## src/padsr_pkg.sv

```systemverilog
// Shared types and constants for the polyphonic envelope generator.
package padsr_pkg;

  localparam int LVL_W  = 17;
  localparam int TIME_W = 24;
  localparam int HOLD_W = 25;
  localparam int AGE_W  = 32;
  localparam int KNOB_W = 16;
  localparam int PLEN_W = 23;
  localparam int DIV_W  = 41;
  localparam logic [LVL_W-1:0] LEVEL_ONE = 17'h10000;

  localparam logic [1:0] ACT_TICK = 2'd0;
  localparam logic [1:0] ACT_GATE = 2'd1;
  localparam logic [1:0] ACT_TRIG = 2'd2;

  localparam logic [1:0] POL_RESET  = 2'd0;
  localparam logic [1:0] POL_LEGATO = 2'd1;
  localparam logic [1:0] POL_POLY   = 2'd2;

  localparam logic [1:0] MODE_DECAY = 2'd0;
  localparam logic [1:0] MODE_AD    = 2'd1;
  localparam logic [1:0] MODE_ADS   = 2'd2;
  localparam logic [1:0] MODE_FULL  = 2'd3;

  localparam logic [2:0] REG_MODE    = 3'd0;
  localparam logic [2:0] REG_ATTACK  = 3'd1;
  localparam logic [2:0] REG_DECAY   = 3'd2;
  localparam logic [2:0] REG_SUSTAIN = 3'd3;
  localparam logic [2:0] REG_RELEASE = 3'd4;
  localparam logic [2:0] REG_VLIMIT  = 3'd5;
  localparam logic [2:0] REG_POLICY  = 3'd6;

  typedef enum logic [2:0] {
    PHASE_IDLE, PHASE_ATTACK, PHASE_DECAY, PHASE_SUSTAIN, PHASE_RELEASE
  } phase_t;

  typedef enum logic [3:0] {
    ST_IDLE, ST_LEN, ST_LENW, ST_ARM_SCAN, ST_ARM_DO, ST_TICK_RD, ST_TICK_DIV,
    ST_TICK_WAIT, ST_TICK_WR, ST_OUT
  } ctrl_state_t;

  typedef struct packed {
    logic len_start;
    logic arm_clear;
    logic arm_scan;
    logic arm_do;
    logic gate_fall;
    logic tick_clear;
    logic tick_rd;
    logic div_start;
    logic tick_wr;
    logic voice_next;
  } cmd_t;

  typedef struct packed {
    logic len_done;
    logic scan_last;
    logic div_done;
    logic voice_last;
  } sts_t;

endpackage

```

## src/padsr_ctrl.sv

```systemverilog
// Controller state machine sequencing arming, phase-length setup and tick walks.
module padsr_ctrl
  import padsr_pkg::*;
(
  input  logic       clk,
  input  logic       rst_n,
  input  logic       in_fire,
  input  logic [1:0] in_action,
  input  logic       in_level,
  input  logic       gate_last,
  input  logic       trig_last,
  input  logic       out_busy,
  input  sts_t       sts,
  output cmd_t       cmd,
  output logic       in_ready,
  output logic       out_load
);
  ctrl_state_t state_r, state_nxt;
  logic        arm_r, arm_nxt;

  always_ff @(posedge clk) begin
    if (!rst_n) begin
      state_r <= ST_IDLE; arm_r <= 1'b0;
    end else begin
      state_r <= state_nxt; arm_r <= arm_nxt;
    end
  end

  always_comb begin
    state_nxt = state_r; arm_nxt = arm_r; cmd = '0; out_load = 1'b0;
    in_ready = (state_r == ST_IDLE) && !out_busy;
    case (state_r)
      ST_IDLE: begin
        if (in_fire) begin
          if (in_action == ACT_TICK) begin
            cmd.len_start = 1'b1; arm_nxt = 1'b0; state_nxt = ST_LEN;
          end else if (in_action == ACT_GATE) begin
            if (in_level && !gate_last) begin
              cmd.len_start = 1'b1; arm_nxt = 1'b1; state_nxt = ST_LEN;
            end else if (!in_level && gate_last) begin
              cmd.gate_fall = 1'b1;
            end
          end else if (in_action == ACT_TRIG) begin
            if (in_level && !trig_last) begin
              cmd.len_start = 1'b1; arm_nxt = 1'b1; state_nxt = ST_LEN;
            end
          end
        end
      end
      ST_LEN: state_nxt = ST_LENW;
      ST_LENW: begin
        if (sts.len_done) begin
          if (arm_r) begin
            cmd.arm_clear = 1'b1; state_nxt = ST_ARM_SCAN;
          end else begin
            cmd.tick_clear = 1'b1; state_nxt = ST_TICK_RD;
          end
        end
      end
      ST_ARM_SCAN: begin
        cmd.arm_scan = 1'b1;
        if (sts.scan_last) state_nxt = ST_ARM_DO;
      end
      ST_ARM_DO: begin
        cmd.arm_do = 1'b1; state_nxt = ST_IDLE;
      end
      ST_TICK_RD: begin
        cmd.tick_rd = 1'b1; state_nxt = ST_TICK_DIV;
      end
      ST_TICK_DIV: begin
        cmd.div_start = 1'b1; state_nxt = ST_TICK_WAIT;
      end
      ST_TICK_WAIT: if (sts.div_done) state_nxt = ST_TICK_WR;
      ST_TICK_WR: begin
        cmd.tick_wr = 1'b1;
        if (sts.voice_last) begin
          state_nxt = ST_OUT;
        end else begin
          cmd.voice_next = 1'b1; state_nxt = ST_TICK_RD;
        end
      end
      ST_OUT: begin
        out_load = 1'b1; state_nxt = ST_IDLE;
      end
      default: state_nxt = ST_IDLE;
    endcase
  end
endmodule

```

## config.mk

```make
export PLATFORM = sky130hd
export DESIGN_NAME = padsr_ctrl
export DESIGN_NICKNAME = d
export VERILOG_FILES = /design/src/padsr_pkg.sv /design/src/padsr_ctrl.sv
export SDC_FILE = /design/constraint.sdc
export NUM_CORES = 1
export LEC_CHECK = 0
export BUFFER_PORTS_ARGS = -buffer_cell sky130_fd_sc_hd__buf_2
export CELL_PAD_IN_SITES_DETAIL_PLACEMENT = 0
export CELL_PAD_IN_SITES_GLOBAL_PLACEMENT = 1
export CORE_UTILIZATION = 35
export CTS_BUF_LIST = sky130_fd_sc_hd__clkbuf_4
export CTS_CLUSTER_DIAMETER = 80
export CTS_CLUSTER_SIZE = 40
export DETAILED_ROUTE_END_ITERATION = 6
export HOLD_SLACK_MARGIN = 0.05
export PLACE_DENSITY_LB_ADDON = 0.1
export SLEW_MARGIN = 20
export SYNTH_ARGS = -nofsm -noshare
export SYNTH_HDL_FRONTEND = slang
export SYNTH_SLANG_ARGS = --single-unit
```

## constraint.sdc

```tcl
create_clock -name clk -period 2.9 [get_ports clk]
set_clock_uncertainty 0.2 [all_clocks]
set_input_delay 0.29 -clock clk [delete_from_list [all_inputs] [get_ports clk]]
set_output_delay 0.29 -clock clk [all_outputs]
set_load 0.005 [all_outputs]
```

==> Word level (Yosys, flattened, before mapping) <==
Cells that the tools add are included.
{ "word_totals": {"register_bits": 5, "input_bits": 13, "out_inout_bits": 12, "wordCells": 78} }
{ "op_classes": {"n_eq_ne": 19, "mux": 43, "reduce_logical": 14} }
{ "ops": {"columns": ["op", "n"], "rows": [
  ["two-way mux 4 bit", 10],
  ["case mux 4 bit (8 select lines)", 1],
  ["two-way mux 1 bit", 30],
  ["== test 4 x 3 -> 1 bit (second input constant)", 4],
  ["== test 4 x 2 -> 1 bit (second input constant)", 2],
  ["== test 4 bit (second input constant)", 2],
  ["inequality test 2 bit (second input constant)", 4],
  ["inequality test 4 x 1 -> 1 bit (second input constant)", 2],
  ["AND reduction 7 bit", 1],
  ["nonzero test 3 bit", 2],
  ["AND reduction 5 bit", 1],
  ["== test 4 x 1 -> 1 bit (second input constant)", 1],
  ["logical AND 1 bit", 4],
  ["logical NOT 1 bit", 4],
  ["logical NOT 4 bit", 1],
  ["inequality test 4 x 3 -> 1 bit (second input constant)", 1],
  ["two-way mux 3 bit", 1],
  ["inequality test 3 x 2 -> 1 bit (second input constant)", 1],
  ["== test 2 x 1 -> 1 bit (second input constant)", 1],
  ["== test 2 bit (second input constant)", 1],
  ["logical NOT 2 bit", 1],
  ["two-way mux 2 bit", 1]
]} }

==> Depth between registers and ports, before layout <==
{ "logic_depth": {"depth_word": 8, "depth_mapped": 7, "ltp_nobuf": 7} }

==> Least setup slack after synthesis <==
Ideal clock, no wire load.
{ "synth_path": {"path_kind": "register -> output", "startpoint": "register state_r[3]", "endpoint": "output cmd[5] in the netlist's numbering", "arrival_time_ns": 1.115, "required_ns": 2.410, "slack_ns": 1.295, "stages_incl_launch_ff": 5, "n_path_buf": 1, "path_cell_list": "dfxtp_1 -> buf_2 -> nor4_2 -> nand2_1 -> nor4_1"} }
{ "synth_rtl": {"columns": ["element", "line_no", "source"], "rows": [
  ["start: declaration", "padsr_ctrl.sv:18", "ctrl_state_t state_r, state_nxt;"],
  ["start signal: assignment", "padsr_ctrl.sv:25", "state_r <= state_nxt; arm_r <= arm_nxt;"],
  ["end: declaration", "padsr_ctrl.sv:14", "output cmd_t cmd,"]
]} }

==> metrics.csv <==
metric,value,unit
run_status,"finished, final reports clean",
drtIter0Drc,11,
route.final.wire_length,1330,um
clock_insertion_delay_worst_skew,0.23,ns
initial_utilization,37.7,%
chipWidth,42.3,um
cts.repair_timing.setup_buffer_count,0,
synth.ff_latch_count,5,
floorplan.core_area,0.00151,mm^2
drc,0,
dp_hpwl,1030,um
drt_pre_antenna_iters,4,
numClockSinks,5,
largest_cells_by_area_after_synthesis,"sky130_fd_sc_hd__dfxtp_1 18%, sky130_fd_sc_hd__ha_1 8.8%, sky130_fd_sc_hd__nand2_1 5.9%, sky130_fd_sc_hd__mux2i_1 5.3%, sky130_fd_sc_hd__a21oi_1 4.4%",
globalRoute.totalOverflow,0,
grt_use_total,16.4,%
share_seq_of_total_power,33.5,%
final_antenna_net_count,0,
clock_tree.htree_level_count,1,
tightest_slew,0.496,ns
synth.top_cell.area_share,17.6,%
worstSetupEndpointType,output port,
fin_crit_sh,69.8,%
syn_to_final_growth,26.4,%
critPathSlowestCell,sky130_fd_sc_hd__dfxtp_1,
io_pins,25,
clk_path_buf_depth,2,
share_of_cells_above_drive_strength_1,32.4,%
yosysSeqAreaShare,17.6,%
arrival,1.53,ns
fin_setup_tns,0,ns
power.clock.fraction,19.4,%
inserted_diodes,0,
ctsHoldBuffers,0,
mappedNetlistArea,568,um^2
cts_inserted_buffers,3,
setup.worst_path.class,reg2out,
final_core_util,47.7,%
synth_area_per_cell,7.28,um^2
p_sw_share,43.1,%
setup_viol,0,
via_per_inst,5.30,
largest_net_degree_at_the_start_of_global_routing,15,
synthFlopType,sky130_fd_sc_hd__dfxtp_1,
synth_largest_area_cell,sky130_fd_sc_hd__dfxtp_1,
gp_congestion,0.860,
rsz0062_at_grt,no,
yosys.cell_types.count,32,
route.vias.total,625,
cts_root_buf,sky130_fd_sc_hd__clkbuf_4,
grt_pass1_wl,2350,um
leakage,0.351,nW
synth-async-reset-ratio,0,%
holdCritPathClass,in2reg,
internal_power,0.253,mW
synth-edff-count,0,
placement.io_buffers,24,
maxSlewHeadroom,66.9,%
finalMaxSlewViolations,0,
clk_transition_reported_paths,0.04,ns
die_y,42.3,um
finalWorstPathRequiredPeriod,2.02,ns
critPathRequiredTime,2.41,ns
worstSetupStartpointType,register,
cts.repair.resized,0,
hold_viol,0,
fmax,0.494,GHz
via_count_of_the_first_global_routing_pass,576,
crit_path_max_cell_delay,0.43,ns
comb_power_share,47.1,%
cell_pwr_density,618,mW/mm^2
max_cap_viol_count,0,
cts_tree,built,
mappedNetlistNets,95,
worst_voltage_drop_across_the_vdd_grid,409,uV
crit_path_max_fanout,14,
finalNetCount,120,
synth_cells,78,
ys.warnings.count,0,
grt_antenna_before_repair,0,
hold_slack,0.142,ns
cp_cell_sequence,nor4_2 -> nand2_1 -> nor4_1 -> buf_2,
rows,14,
floorplan.die_area,0.00179,mm^2
wl_per_cell,11.2,um
power.switching,0.192,mW
critical path: cells and delay by family, from the launching register on:
kind          cells  cell delay (ns)
buf+inv           1             0.15
flops             1             0.43
simple gates      3             0.70
placed cells by master (no fill, tap or decap):
master and n:
sky130_fd_sc_hd__or2_0 1, sky130_fd_sc_hd__buf_2 24, sky130_fd_sc_hd__and2_1 1, sky130_fd_sc_hd__nor3_1 3
sky130_fd_sc_hd__nand2_2 1, sky130_fd_sc_hd__nand3_1 2, sky130_fd_sc_hd__o32ai_1 1, sky130_fd_sc_hd__nand2_1 9
sky130_fd_sc_hd__o21ai_0 2, sky130_fd_sc_hd__o21ai_1 1, sky130_fd_sc_hd__o2bb2ai_1 1, sky130_fd_sc_hd__a21oi_1 5
sky130_fd_sc_hd__nand2b_1 4, sky130_fd_sc_hd__or3_1 1, sky130_fd_sc_hd__clkbuf_4 4, sky130_fd_sc_hd__nor2_1 6
sky130_fd_sc_hd__dfxtp_1 5, sky130_fd_sc_hd__o2111ai_1 1, sky130_fd_sc_hd__or2b_1 1, sky130_fd_sc_hd__and4_1 1
sky130_fd_sc_hd__nand4_1 2, sky130_fd_sc_hd__o211a_1 1, sky130_fd_sc_hd__mux2_2 1, sky130_fd_sc_hd__inv_1 4
sky130_fd_sc_hd__nor4_1 2, sky130_fd_sc_hd__a41oi_2 1, sky130_fd_sc_hd__mux2i_1 3, sky130_fd_sc_hd__nor2b_1 3
sky130_fd_sc_hd__ha_1 4, sky130_fd_sc_hd__and3_1 2, sky130_fd_sc_hd__nor3_2 1, sky130_fd_sc_hd__nor3b_1 3
sky130_fd_sc_hd__nor4_2 1
per-stage QoR:
stage               setup WS [ns]  power (mW)  area, um^2  std cells
finish                      0.877       0.444         718        118
global route                0.673       0.488         718        118
CTS                         0.884       0.449         718        118
detailed placement           1.15       0.359         688        114
global placement             1.16       0.358         688        114
floorplan                    1.29       0.304         568         78
registers in the layout, indices dropped and copies added, names as in the netlist:
name / flops
arm_r: 1
state_r: 4
logic make-up after synthesis:
group | synth area share (%)
compound gates | 16.3
fa+ha+maj | 8.81
buf+inv | 6.17
flops | 17.6
mux | 7.27
simple gates | 43.8
power by group through the flow:
stage	clock (mW)	sequential (mW)	combinational (mW)
final	0.0862	0.149	0.209
after floorplan	0	0.104	0.200
after global placement	0	0.150	0.209
after global routing	0.0947	0.155	0.238
after CTS	0.0894	0.148	0.211
after detailed placement	0	0.150	0.209
cells in the mapped netlist, types with 2 or more instances:
cell type	instances
sky130_fd_sc_hd__nand3_1	2
sky130_fd_sc_hd__mux2i_1	3
sky130_fd_sc_hd__nor3_1	3
sky130_fd_sc_hd__and3_1	2
sky130_fd_sc_hd__nand2_1	9
sky130_fd_sc_hd__nand4_1	2
sky130_fd_sc_hd__inv_1	4
sky130_fd_sc_hd__ha_1	4
sky130_fd_sc_hd__nor2b_1	3
sky130_fd_sc_hd__nor2_1	6
sky130_fd_sc_hd__nor3b_1	3
sky130_fd_sc_hd__buf_2	4
sky130_fd_sc_hd__a21oi_1	5
sky130_fd_sc_hd__nand2b_1	4
sky130_fd_sc_hd__nor4_1	2
sky130_fd_sc_hd__dfxtp_1	5
sky130_fd_sc_hd__o21ai_0	2
cell type report:
class	count	area, um^2
repair buffers	24	120
flip-flops and latches	5	100
well taps	16	20.0
clock buffers	4	30.0
inverters	4	15.0
fillers	168	788
multi-input cells	65	433
per-layer routing:
metal / GRT usage (%) / part of all wire, % / vias up
li1: - / - / 330
met3: 1.72 / 4.1 / 0
met2: 28.3 / 45 / 17
met4: 5.63 / 0 / 0
met1: 21.2 / 51 / 278
met5: 0 / 0 / -
final timing paths:
| kind | endpoint | depth (start not counted) | slack (ns) | from |
|---|---|---|---|---|
| setup / recovery | cmd[5] | 4 | 0.88 | state_r[1] |
| hold / removal | arm_r | 2 | 0.14 | rst_n |
| setup reg to reg | state_r[2] | 5 | 1.18 | state_r[2] |
| hold reg to reg | arm_r | 1 | 0.41 | arm_r |
Note: power is estimated with default switching activity, not from simulation.
